### config.mk
export PLATFORM = sky130hd
export DESIGN_NAME = bfd_div
export DESIGN_NICKNAME = d
export VERILOG_FILES = /design/src/bfd_pkg.sv /design/src/bfd_div.sv
export SDC_FILE = /design/constraint.sdc
export NUM_CORES = 1
export LEC_CHECK = 0
export ABC_CLOCK_PERIOD_IN_PS = 9460
export BUFFER_PORTS_ARGS = -buffer_cell sky130_fd_sc_hd__buf_4
export CELL_PAD_IN_SITES_DETAIL_PLACEMENT = 0
export CELL_PAD_IN_SITES_GLOBAL_PLACEMENT = 1
export CORE_MARGIN = 2
export CORE_UTILIZATION = 50
export CTS_BUF_LIST = sky130_fd_sc_hd__clkbuf_16
export DETAILED_ROUTE_END_ITERATION = 16
export GPL_TIMING_DRIVEN = 0
export PLACE_DENSITY = 0.95
export SETUP_SLACK_MARGIN = 0.15
export SLEW_MARGIN = 40
export SYNTH_ARGS = -nofsm -noshare
export SYNTH_HDL_FRONTEND = slang
export SYNTH_SLANG_ARGS = --single-unit
### constraint.sdc
create_clock -name aclk -period 9.46 [get_ports aclk]
set_clock_uncertainty 0.05 [all_clocks]
set_input_delay 0.946 -clock aclk [delete_from_list [all_inputs] [get_ports aclk]]
set_output_delay 0.946 -clock aclk [all_outputs]
set_load 0.01 [all_outputs]
### src/bfd_pkg.sv
// ----------------------------------------------------------------------------
// Box filter downscaler package
// Sizes, accumulator entry layout, divider request and response, FSM codes.
// ----------------------------------------------------------------------------
`default_nettype none
package bfd_pkg;

    localparam int MAX_WIDTH  = 4096;
    localparam int MAX_HEIGHT = 4096;
    localparam int COL_W      = $clog2(MAX_WIDTH);
    localparam int ROW_W      = $clog2(MAX_HEIGHT);

    localparam int DIM_W      = 13;
    localparam int PIX_W      = 8;
    localparam int POS_W      = ((COL_W > DIM_W) ? COL_W : DIM_W) + 1;
    localparam int AREA_W     = 2 * DIM_W;
    localparam int ASUM_W     = 32;
    localparam int CSUM_W     = 40;

    localparam int DIV_NUM_W  = CSUM_W + 1;
    localparam int DIV_DEN_W  = ASUM_W + 1;
    localparam int DIV_Q_W    = DIM_W;
    localparam int DIV_SH_W   = 48;
    localparam int STEP_W     = $clog2(DIM_W + 1);

    localparam logic [STEP_W-1:0] STEPS_PIX  = STEP_W'(PIX_W);
    localparam logic [STEP_W-1:0] STEPS_EDGE = STEP_W'(DIM_W);

    localparam int CFG_ADDR_W = 4;
    localparam logic [CFG_ADDR_W-1:0] REG_SRC_WIDTH  = 4'd0;
    localparam logic [CFG_ADDR_W-1:0] REG_SRC_HEIGHT = 4'd1;
    localparam logic [CFG_ADDR_W-1:0] REG_OUT_WIDTH  = 4'd2;
    localparam logic [CFG_ADDR_W-1:0] REG_OUT_HEIGHT = 4'd3;

    typedef struct packed {
        logic [ASUM_W-1:0] alpha;
        logic [CSUM_W-1:0] red;
        logic [CSUM_W-1:0] green;
        logic [CSUM_W-1:0] blue;
    } acc_entry_t;

    typedef struct packed {
        logic                 start;
        logic [STEP_W-1:0]    steps;
        logic [DIV_NUM_W-1:0] num;
        logic [DIV_DEN_W-1:0] den;
    } div_req_t;

    typedef struct packed {
        logic               done;
        logic [DIV_Q_W-1:0] quo;
    } div_rsp_t;

    typedef enum logic [2:0] {
        ST_IDLE,
        ST_ACC,
        ST_DIV_START,
        ST_DIV_WAIT,
        ST_ADV,
        ST_EDGE_START,
        ST_EDGE_WAIT,
        ST_FIN
    } state_t;

    typedef enum logic [1:0] {
        TGT_COL,
        TGT_ROW,
        TGT_COL1,
        TGT_ROW1
    } edge_tgt_t;

endpackage
`default_nettype wire

### src/bfd_div.sv
// ----------------------------------------------------------------------------
// Box filter downscaler divider
// Restoring divider producing one quotient bit per cycle, quotient known to
// fit in the requested number of steps.
// ----------------------------------------------------------------------------
`default_nettype none
module bfd_div (
    input  wire logic              aclk,
    input  wire logic              aresetn,
    input  wire bfd_pkg::div_req_t req,
    output bfd_pkg::div_rsp_t      rsp
);
    import bfd_pkg::*;

    logic [DIV_NUM_W-1:0] rem_reg;
    logic [DIV_SH_W-1:0]  dsh_reg;
    logic [DIV_Q_W-1:0]   quo_reg;
    logic [STEP_W-1:0]    cnt_reg;
    logic                 run_reg;
    logic                 done_reg;
    logic                 ge;

    assign ge = DIV_SH_W'(rem_reg) >= dsh_reg;

    always_ff @(posedge aclk) begin
        if (!aresetn) begin
            run_reg  <= 1'b0;
            done_reg <= 1'b0;
            cnt_reg  <= '0;
        end else begin
            done_reg <= 1'b0;
            if (req.start) begin
                run_reg <= 1'b1;
                cnt_reg <= req.steps;
            end else if (run_reg) begin
                cnt_reg <= cnt_reg - STEP_W'(1);
                if (cnt_reg == STEP_W'(1)) begin
                    run_reg  <= 1'b0;
                    done_reg <= 1'b1;
                end
            end
        end
    end

    always_ff @(posedge aclk) begin
        if (req.start) begin
            rem_reg <= req.num;
            dsh_reg <= DIV_SH_W'(req.den) << (req.steps - STEP_W'(1));
            quo_reg <= '0;
        end else if (run_reg) begin
            if (ge) begin
                rem_reg <= rem_reg - DIV_NUM_W'(dsh_reg);
            end
            quo_reg <= {quo_reg[DIV_Q_W-2:0], ge};
            dsh_reg <= dsh_reg >> 1;
        end
    end

    assign rsp.done = done_reg;
    assign rsp.quo  = quo_reg;

endmodule
`default_nettype wire

==> out/metrics.cfg, run 1 <==
[run_status]
status=finished clean

[finish]
flip_flop_count_of_the_largest_register_after_layout=48
final_common_cell=sky130_fd_sc_hd__nand2_1
highest_count_cells_in_the_layout_ignoring_fill_and_taps=sky130_fd_sc_hd__nand2_1, sky130_fd_sc_hd__buf_4, sky130_fd_sc_hd__edfxtp_1
syn_to_final_growth_pct=15.1
final_net_count=1224
layout.cells.non_filler=1328
post_route_cells_drive_above_1_share_pct=16.6
final_core_utilization_pct=58.6
n_antenna_cell=0
nFillCells=1566

[hold_path]
worstHoldPathCells=2
hold_path.class=reg2reg
timing.hold.worst.start=quo_reg[0]$_SDFFE_PP0P_
end_of_the_worst_hold_path=quo_reg[0]$_SDFFE_PP0P_

[timing]
final.setup.tns_ns=0
setup-violations-final=0
drv_slew=0
final_period_utilization_pct=43.8
setup_ws_final_ns=5.32
worst_slew_margin_rel_pct=44.4
finalHoldViolations=0
post-route-min-period_ns=4.14
grt_setup_unrepaired=no
tightestPinTransition_ns=0.835
fmax_ghz=0.242

[setup_path]
timing.reg2reg.setup_slack_ns=5.82
r2r-end=rem_reg[19]$_DFFE_PP_
worstPathArrival_ns=4.18
slowest_stage=sky130_fd_sc_hd__clkbuf_1
timing.rr.start=dsh_reg[0]$_DFFE_PP_
critical-path-max-stage-delay_ns=0.46
worst_ep_required_time_ns=9.50
criticalPathCategory=in2reg
critical_path_endpoint_category=register
critical_path_peak_fanout=10
worstRegToRegCells=10
worstSetupStartpointType=input port
cp_cell_sequence=clkbuf_1 -> buf_2 -> inv_2 -> buf_2 -> ha_1 -> clkbuf_1 -> clkbuf_1 -> buf_2 -> mux4_2 -> mux2i_1 -> nand2_1 -> o211ai_1 -> o21ai_0

[clocking]
clock_sink_count=108
cts.clk_slew.worst_paths_ns=0.09
post_cts.repair.setup_buffers=0
tritoncts=done
clock-root-buffer=sky130_fd_sc_hd__clkbuf_16
hold_buffers=0
worst_skew_pair.late_latency_ns=0.37
cts_max_path_buffers=2
cts.htree.levels=3
ctsResizeCount=0
cts-buffers-inserted=9

[global_route]
overall_track_demand_over_capacity_in_global_routing_pct=28.5
antenna_found_initial=0
first_global_vias=7743
grt_pass1_wl_um=40900
grt_max_degree=49
aggregate_global_routing_overflow=0

[die]
die-area_sq_mm=0.0186
start_util_pct=50.9
io_pins=95
core_region_area_sq_mm=0.0172
chipHeight_um=136
floorplan.die.width_um=136
std_cell_rows=48

[synthesis]
synth_top_cell_area_share_pct=30.5
syn-num-nets=1119
post-synth-top-area-cell=sky130_fd_sc_hd__edfxtp_1
edff_count_synth=89
yosysWarnings=0
synth-seq-area-share_pct=34.8
syn_area_per_cell_sq_um=8.83
synth.ff_latch_count=108
netlist_area_sq_mm=0.00877
ys.flop_type=sky130_fd_sc_hd__edfxtp_1
synth-async-reset-ratio_pct=0
netlist_instances=993
netlist-cell-type-count=75
ys_top_cells_by_area=sky130_fd_sc_hd__edfxtp_1, sky130_fd_sc_hd__mux2i_1, sky130_fd_sc_hd__ha_1, sky130_fd_sc_hd__nand2_1, sky130_fd_sc_hd__o21ai_0

[route]
drc=0
detailedRoute.firstPassIterationCount=5
vias=8083
drt_wl_total_um=26100
drt-vias-per-instance=6.09
final_antenna_net_count=0
routedWlPerCell_um=19.7
drt_first_iter_violations=753

[placed_design]
dp_hpwl_um=20300
count_of_buffers_from_port_buffering=93
post-place-ws_ns=4.93
gpl.final_weighted_congestion=0.933
dpl.cell_count=1312

[power]
power_density_mw_per_mm2=196
power.leakage_nw=4.19
power.total_mw=1.97
vdd_ir_drop_max_uv=107

[run]
drv_cap=0

==> through the flow <==
stage / hold slack (ns) / cell area (sq um)
5_1_grt: 0.479 / 10100
3_5_place_dp: 0.437 / 9780
3_3_place_gp: 0.432 / 9750
2_1_floorplan: 0.457 / 8770
4_1_cts: 0.462 / 10100
6_report: 0.461 / 10100
==> worst max path at each step <==
stage	to	slack (ns)	from
global route	dsh_reg[15]$_DFFE_PP_	5.02	req[74]
floorplan	dsh_reg[15]$_DFFE_PP_	5.61	req[74]
finish	dsh_reg[20]$_DFFE_PP_	5.32	req[74]
CTS	dsh_reg[20]$_DFFE_PP_	5.33	req[74]
detailed placement	dsh_reg[20]$_DFFE_PP_	4.93	req[74]
global placement	rem_reg[19]$_DFFE_PP_	4.81	dsh_reg[0]$_DFFE_PP_
==> cell type report <==
| cell class | instances | area [sq um] | share of cell area (%) |
|---|---|---|---|
| well taps | 225 | 282 | 2.79 |
| clock inverters | 7 | 88.8 | 0.880 |
| multi-input cells | 758 | 5210 | 51.6 |
| plain buffers | 66 | 290 | 2.88 |
| flip-flops and latches | 108 | 3050 | 30.2 |
| clock buffers | 9 | 225 | 2.23 |
| repair buffers | 94 | 718 | 7.12 |
| inverters | 61 | 229 | 2.27 |
==> cell families after synthesis <==
group	after synthesis	share of synthesized area, %
AO/OA/AOI/OAI	284	21.6
adder cells (fa/ha/maj)	45	6.51
flip-flops	108	34.8
multiplexers	81	11.3
AND/OR/NAND/NOR	318	16.7
buffers and inverters	127	5.92
XOR/XNOR	30	3.08
==> power by group <==
part | switching [mW] | total (mW) | internal [mW]
clock | 0.213 | 0.406 | 0.193
combinational | 0.576 | 0.930 | 0.354
sequential | 0.0289 | 0.639 | 0.610
==> synth_stat cells, drive strengths merged, types with 19 or more instances <==
cell type  number
clkbuf         41
ha             44
a21oi          63
o21ai          89
nand3          22
nand2         137
o211ai         20
edfxtp         89
nor2           77
mux2i          62
inv            61
dfxtp          19
buf            25
==> metal layers <==
layer / share of wire (%) / up-vias / global-route usage (%)
met2: 45 / 402 / 46.7
met3: 8.6 / 39 / 5.00
met5: 0 / - / 0
met1: 44 / 3772 / 39.2
met4: 2.2 / 0 / 6.66
li1: - / 3870 / -
==> critical path, delay by kind of cell <==
family	cells	cell delay (ns)
buffers and inverters	7	2.00
AND/OR/NAND/NOR	1	0.09
adder cells (fa/ha/maj)	1	0.30
AO/OA/AOI/OAI	2	0.29
multiplexers	2	0.56
No activity file was read; power rests on OpenSTA's default activity.
==> run 2, diff against run 1 <==
ABC_CLOCK_PERIOD_IN_PS = 4200   (was 9460)
CORE_UTILIZATION = 46   (was 50)
PLACE_DENSITY = 0.92   (was 0.95)
clock period = 4.2 ns   (was 9.46 ns; I/O delays follow)
==> run 2 against run 1 <==
  * Sequential power up 130%
  * Wire length up 0.13%
  * Sequential share of layout area down 0.060 points
  * First-iteration DRC count up 19%
  * Critical path type is now reg2reg
  * Largest cell class unchanged
  * Largest power group unchanged
==> out/metrics.cfg, run 2 (synthesis results as in run 1) <==
[global_route]
antenna_found_initial=0  ; unchanged
grt_max_degree=49  ; unchanged
aggregate_global_routing_overflow=0  ; unchanged
grt_pass1_wl_um=41100  ; +0.54%
overall_track_demand_over_capacity_in_global_routing_pct=26.3  ; -2.2 points
first_global_vias=7697  ; -0.59%

[clocking]
ctsResizeCount=0  ; unchanged
cts.htree.levels=3  ; unchanged
worst_skew_pair.late_latency_ns=0.38  ; about the same
cts.clk_slew.worst_paths_ns=0.09  ; about the same
clock_sink_count=108  ; unchanged
cts_max_path_buffers=2  ; unchanged
clock-root-buffer=sky130_fd_sc_hd__clkbuf_16
post_cts.repair.setup_buffers=0  ; unchanged
tritoncts=done
cts-buffers-inserted=9  ; unchanged
hold_buffers=0  ; unchanged

[timing]
grt_setup_unrepaired=no
finalHoldViolations=0  ; unchanged
final_period_utilization_pct=87.3
post-route-min-period_ns=3.67
fmax_ghz=0.273
worst_slew_margin_rel_pct=43.1  ; -1.3 points
setup-violations-final=0  ; unchanged
final.setup.tns_ns=0  ; unchanged
tightestPinTransition_ns=0.853  ; +0.0189 ns
setup_ws_final_ns=0.531  ; -4.79 ns
drv_slew=0  ; unchanged

[setup_path]
worstPathArrival_ns=3.69  ; -0.49 ns
timing.reg2reg.setup_slack_ns=0.53  ; -5.29 ns
cp_cell_sequence=inv_1 -> ha_1 -> fa_1 -> nand2b_1 -> a211oi_2 -> nor3_2 -> o31ai_1 -> o21ai_0 -> a31o_2 -> nand2_4 -> buf_12
critical_path_endpoint_category=register
critical_path_peak_fanout=27  ; +17
slowest_stage=sky130_fd_sc_hd__o31ai_1
criticalPathCategory=reg2reg
critPathBufInv=2  ; -5
worstSetupStartpoint=rem_reg[0]$_DFFE_PP_
timing.rr.start=rem_reg[0]$_DFFE_PP_
crit_path_max_delay_family=compound AO/OA/AOI/OAI gates
worstSetupStartpointType=register
critical-path-max-stage-delay_ns=0.67  ; +0.21 ns
worst_ep_required_time_ns=4.22  ; -5.28 ns

[route]
final_antenna_net_count=0  ; unchanged
vias=8157  ; +0.92%
drt_wl_total_um=26100  ; +0.13%
drc=0  ; unchanged
drt_first_iter_violations=897  ; +19%
detailedRoute.firstPassIterationCount=6  ; +1
drt-vias-per-instance=6.10  ; +0.24%
routedWlPerCell_um=19.5  ; -0.55%

[run_status]
status=finished clean

[hold_path]
timing.hold.worst.start=aresetn
hold_path.class=in2reg

[placed_design]
dp_hpwl_um=20400  ; +0.36%
dpl.cell_count=1321  ; +0.69%
gpl.final_weighted_congestion=0.920  ; -1.4%
post-place-ws_ns=0.225  ; -4.71 ns
count_of_buffers_from_port_buffering=93  ; unchanged

[finish]
final_common_cell=sky130_fd_sc_hd__nand2_1
post_route_cells_drive_above_1_share_pct=16.6  ; unchanged
highest_count_cells_in_the_layout_ignoring_fill_and_taps=sky130_fd_sc_hd__nand2_1, sky130_fd_sc_hd__buf_4, sky130_fd_sc_hd__edfxtp_1
syn_to_final_growth_pct=15.3
n_antenna_cell=0  ; unchanged
final_net_count=1224  ; unchanged
layout.cells.non_filler=1337  ; +0.68%
flip_flop_count_of_the_largest_register_after_layout=48  ; unchanged

[run]
drv_cap=0  ; unchanged

[power]
power.total_mw=4.44  ; +120%
power_density_mw_per_mm2=439  ; +120%
power.leakage_nw=4.19  ; +0.12%
vdd_ir_drop_max_uv=228  ; +110%

[die]
floorplan.die.width_um=142  ; +4.1%
core_region_area_sq_mm=0.0187  ; +8.5%
die-area_sq_mm=0.0202  ; +8.4%
io_pins=95  ; unchanged
start_util_pct=46.9  ; -4.0 points
std_cell_rows=50  ; +4.2%
chipHeight_um=142  ; +4.1%

## run 2: changes by cell type in the layout (fill, tap and decap cells not counted)
cell and delta:
sky130_fd_sc_hd__inv_12 -1, sky130_fd_sc_hd__clkbuf_16 +1
## run 2: per-stage QoR
stage	instance area, sq um	hold WS, ns	util, %
floorplan	8770	0.457	-
global placement	9760	0.431	52.2
detailed placement	9790	0.438	52.3
CTS	10100	0.245	54.1
global route	10100	0.261	54.1
finish	10100	0.251	54.1
## run 2: layout make-up
| class | instances | area [sq um] |
|---|---|---|
| buffer | 66 | 290 |
| tap | 234 | 293 |
| timing repair buffer | 94 | 718 |
| multi-input combinational | 758 | 5210 |
| clock inverter | 6 | 72.6 |
| inverter | 61 | 229 |
| fill | 1737 | 8590 |
| clock buffer | 10 | 250 |
| sequential | 108 | 3050 |
## run 2: path summary, 6_finish.rpt
kind	to	depth (start not counted)
setup / recovery	rem_reg[14]$_DFFE_PP_	11
hold / removal	cnt_reg[2]$_SDFFE_PN0P_	2
setup reg to reg	rem_reg[14]$_DFFE_PP_	11
hold reg to reg	quo_reg[0]$_SDFFE_PP0P_	2
## run 2: power by group
group | total [mW] | switching, mW | internal (mW)
registers | 1.44 | 0.0651 | 1.37
logic | 2.08 | 1.28 | 0.796
clock network | 0.920 | 0.459 | 0.461
## run 2: routing by layer
layer | vias up | routed length, um | GRT usage [%]
li1 | 3876 | - | -
met1 | 3860 | 11600 | 36.9
met2 | 374 | 11700 | 41.2
met3 | 47 | 2050 | 4.64
met4 | 0 | 736 | 8.53
met5 | - | 0 | 0
==> run 3, diff against run 2 <==
CELL_PAD_IN_SITES_DETAIL_PLACEMENT = 1   (was 0)
PLACE_DENSITY = unset   (was 0.92)
PLACE_DENSITY_LB_ADDON = 0.1   (was unset)
==> run 3 against run 2 <==
  * Hold slack worse by 0.0029 ns
  * Core utilization fell by 0.080 points
  * Sequential power about the same
  * Critical path depth grew 3
  * Via count about the same
  * Critical endpoint is now dsh_reg[15]$_DFFE_PP_
==> out/metrics.cfg, run 3 (synthesis results as in run 1) <==
[run_status]
status=finished clean

[setup_path]
r2r-end=rem_reg[35]$_DFFE_PP_
worstRegToRegCells=10  ; -1
timing.rr.start=dsh_reg[0]$_DFFE_PP_
timing.reg2reg.setup_slack_ns=0.50  ; -0.03 ns
worst_ep_required_time_ns=4.28  ; +0.06 ns
worstSetupStartpointType=input port
critical_path_endpoint_category=register
critical_path_peak_fanout=10  ; -63%
criticalPathCategory=in2reg
worstPathArrival_ns=3.79  ; +0.10 ns

[hold_path]
worstHoldPathCells=2  ; unchanged
hold_path.class=in2reg
end_of_the_worst_hold_path=cnt_reg[1]$_SDFFE_PN0P_
timing.hold.worst.start=aresetn

[timing]
tightestPinTransition_ns=0.864  ; +0.0108 ns
post-route-min-period_ns=3.71  ; +0.0383 ns
setup-violations-final=0  ; unchanged
fmax_ghz=0.270  ; -1.0%
hold_ws_ns=0.249  ; -0.00287 ns
drv_slew=0  ; unchanged
finalHoldViolations=0  ; unchanged
worst_slew_margin_rel_pct=42.4  ; -0.72 points
final_period_utilization_pct=88.3  ; +0.91 points
setup_ws_final_ns=0.493  ; -0.0383 ns
grt_setup_unrepaired=no

[run]
drv_cap=0  ; unchanged

[route]
vias=8162  ; +0.061%
drc=0  ; unchanged
detailedRoute.firstPassIterationCount=5  ; -1
drt_wl_total_um=29900  ; +14%
final_antenna_net_count=0  ; unchanged
routedWlPerCell_um=22.4  ; +14%
drt-vias-per-instance=6.10  ; about the same
drt_first_iter_violations=493  ; -45%

[clocking]
cts_max_path_buffers=2  ; unchanged
hold_buffers=0  ; unchanged
cts-buffers-inserted=9  ; unchanged
cts.htree.levels=3  ; unchanged
cts.clk_slew.worst_paths_ns=0.09  ; about the same
clock-root-buffer=sky130_fd_sc_hd__clkbuf_16
worst_skew_pair.late_latency_ns=0.38  ; about the same
tritoncts=done
ctsResizeCount=0  ; unchanged
clock_sink_count=108  ; unchanged
post_cts.repair.setup_buffers=0  ; unchanged

[placed_design]
count_of_buffers_from_port_buffering=93  ; unchanged
gpl.final_weighted_congestion=0.916  ; -0.43%
dp_hpwl_um=23300  ; +14%
placed_cell_area_sq_mm=0.00979  ; unchanged
post-place-ws_ns=0.117  ; -0.107 ns

[power]
swShare_pct=42.4  ; +1.7 points
power.sequential.fraction_pct=31.7  ; -0.7 points
clockPowerShare_pct=20.5  ; -0.2 points
power.leakage_nw=4.19  ; about the same
power_density_mw_per_mm2=449  ; +2.2%
vdd_ir_drop_max_uv=252  ; +10%
net-switching-power_mw=1.92  ; +6.3%
power.total_mw=4.53  ; +2.0%
cell_internal_pwr_mw=2.61  ; -0.89%
power.combinational.fraction_pct=47.8  ; +0.9 points

[finish]
postLayoutCellArea_sq_mm=0.0101  ; -0.15%
final_core_utilization_pct=54.0  ; -0.080 points
final_net_count=1224  ; unchanged
n_antenna_cell=0  ; unchanged
post_route_cells_drive_above_1_share_pct=16.7  ; +0.091 points
syn_to_final_growth_pct=15.2
flip_flop_count_of_the_largest_register_after_layout=48  ; unchanged
final_common_cell=sky130_fd_sc_hd__nand2_1
highest_count_cells_in_the_layout_ignoring_fill_and_taps=sky130_fd_sc_hd__nand2_1, sky130_fd_sc_hd__buf_4, sky130_fd_sc_hd__edfxtp_1

[die]
core_region_area_sq_mm=0.0187  ; unchanged
die-area_sq_mm=0.0202  ; unchanged
start_util_pct=46.9  ; unchanged
floorplan.die.width_um=142  ; unchanged
chipHeight_um=142  ; unchanged
std_cell_rows=50  ; unchanged
io_pins=95  ; unchanged

[global_route]
overall_track_demand_over_capacity_in_global_routing_pct=29.6  ; +3.4 points
grt_max_degree=49  ; unchanged
first_global_vias=8235  ; +7.0%
aggregate_global_routing_overflow=0  ; unchanged
grt_pass1_wl_um=45800  ; +11%
antenna_found_initial=0  ; unchanged

run 3: changes by cell type in the layout (fill, tap and decap cells not counted), sizes merged:
cell,delta
clkbuf,-1
inv,+3
clkinv,-2
run 3: through the flow:
stage	instances	setup TNS, ns
after floorplan	993	0
after global placement	1320	-22.33
after detailed placement	1321	0
after CTS	1337	0
after global routing	1337	0
final	1337	0
run 3: power by group through the flow:
stage	sequential [mW]	clock [mW]	combinational, mW
detailed placement	1.46	0	2.12
CTS	1.44	0.942	2.13
global placement	1.46	0	2.05
finish	1.44	0.927	2.17
floorplan	1.43	0	1.54
global route	1.45	0.962	2.37
run 3: how the worst max path moves through the flow:
stage	from	to	slack, ns	cells after the start
2_1_floorplan	dsh_reg[0]$_DFFE_PP_	rem_reg[0]$_DFFE_PP_	0.71	9
3_3_place_gp	dsh_reg[0]$_DFFE_PP_	rem_reg[34]$_DFFE_PP_	-0.55	9
3_5_place_dp	req[74]	dsh_reg[15]$_DFFE_PP_	0.12	14
4_1_cts	req[74]	dsh_reg[20]$_DFFE_PP_	0.50	13
5_1_grt	req[74]	dsh_reg[14]$_DFFE_PP_	0.20	14
6_report	req[74]	dsh_reg[15]$_DFFE_PP_	0.49	14
run 3: routing by layer:
layer | GRT usage, % | routed length [um] | vias to the layer above
met4 | 10.1 | 906 | 0
met2 | 49.0 | 13800 | 263
met1 | 39.4 | 13600 | 3976
met3 | 5.15 | 1530 | 55
li1 | - | - | 3868
met5 | 0 | 0 | -
run 3: cell type report:
type	instances	area, sq um
Multi-Input combinational cell	758	5210
Inverter	61	229
Clock inverter	7	81.3
Timing Repair Buffer	94	718
Clock buffer	9	225
Sequential cell	108	3050
Buffer	66	292
Fill cell	2223	8610
Tap cell	234	293
run 3: worst max-delay path, stage by stage:
cell and delay [ns]:
sky130_fd_sc_hd__clkbuf_1 0.31, sky130_fd_sc_hd__buf_2 0.32, sky130_fd_sc_hd__inv_2 0.14, sky130_fd_sc_hd__buf_2 0.23
sky130_fd_sc_hd__ha_1 0.29, sky130_fd_sc_hd__clkbuf_1 0.23, sky130_fd_sc_hd__clkbuf_1 0.48, sky130_fd_sc_hd__mux2i_1 0.32
sky130_fd_sc_hd__nand2_1 0.08, sky130_fd_sc_hd__o21ai_0 0.18, sky130_fd_sc_hd__nor2_1 0.08, sky130_fd_sc_hd__a21oi_1 0.24
sky130_fd_sc_hd__mux2i_1 0.16, sky130_fd_sc_hd__mux2_2 0.29
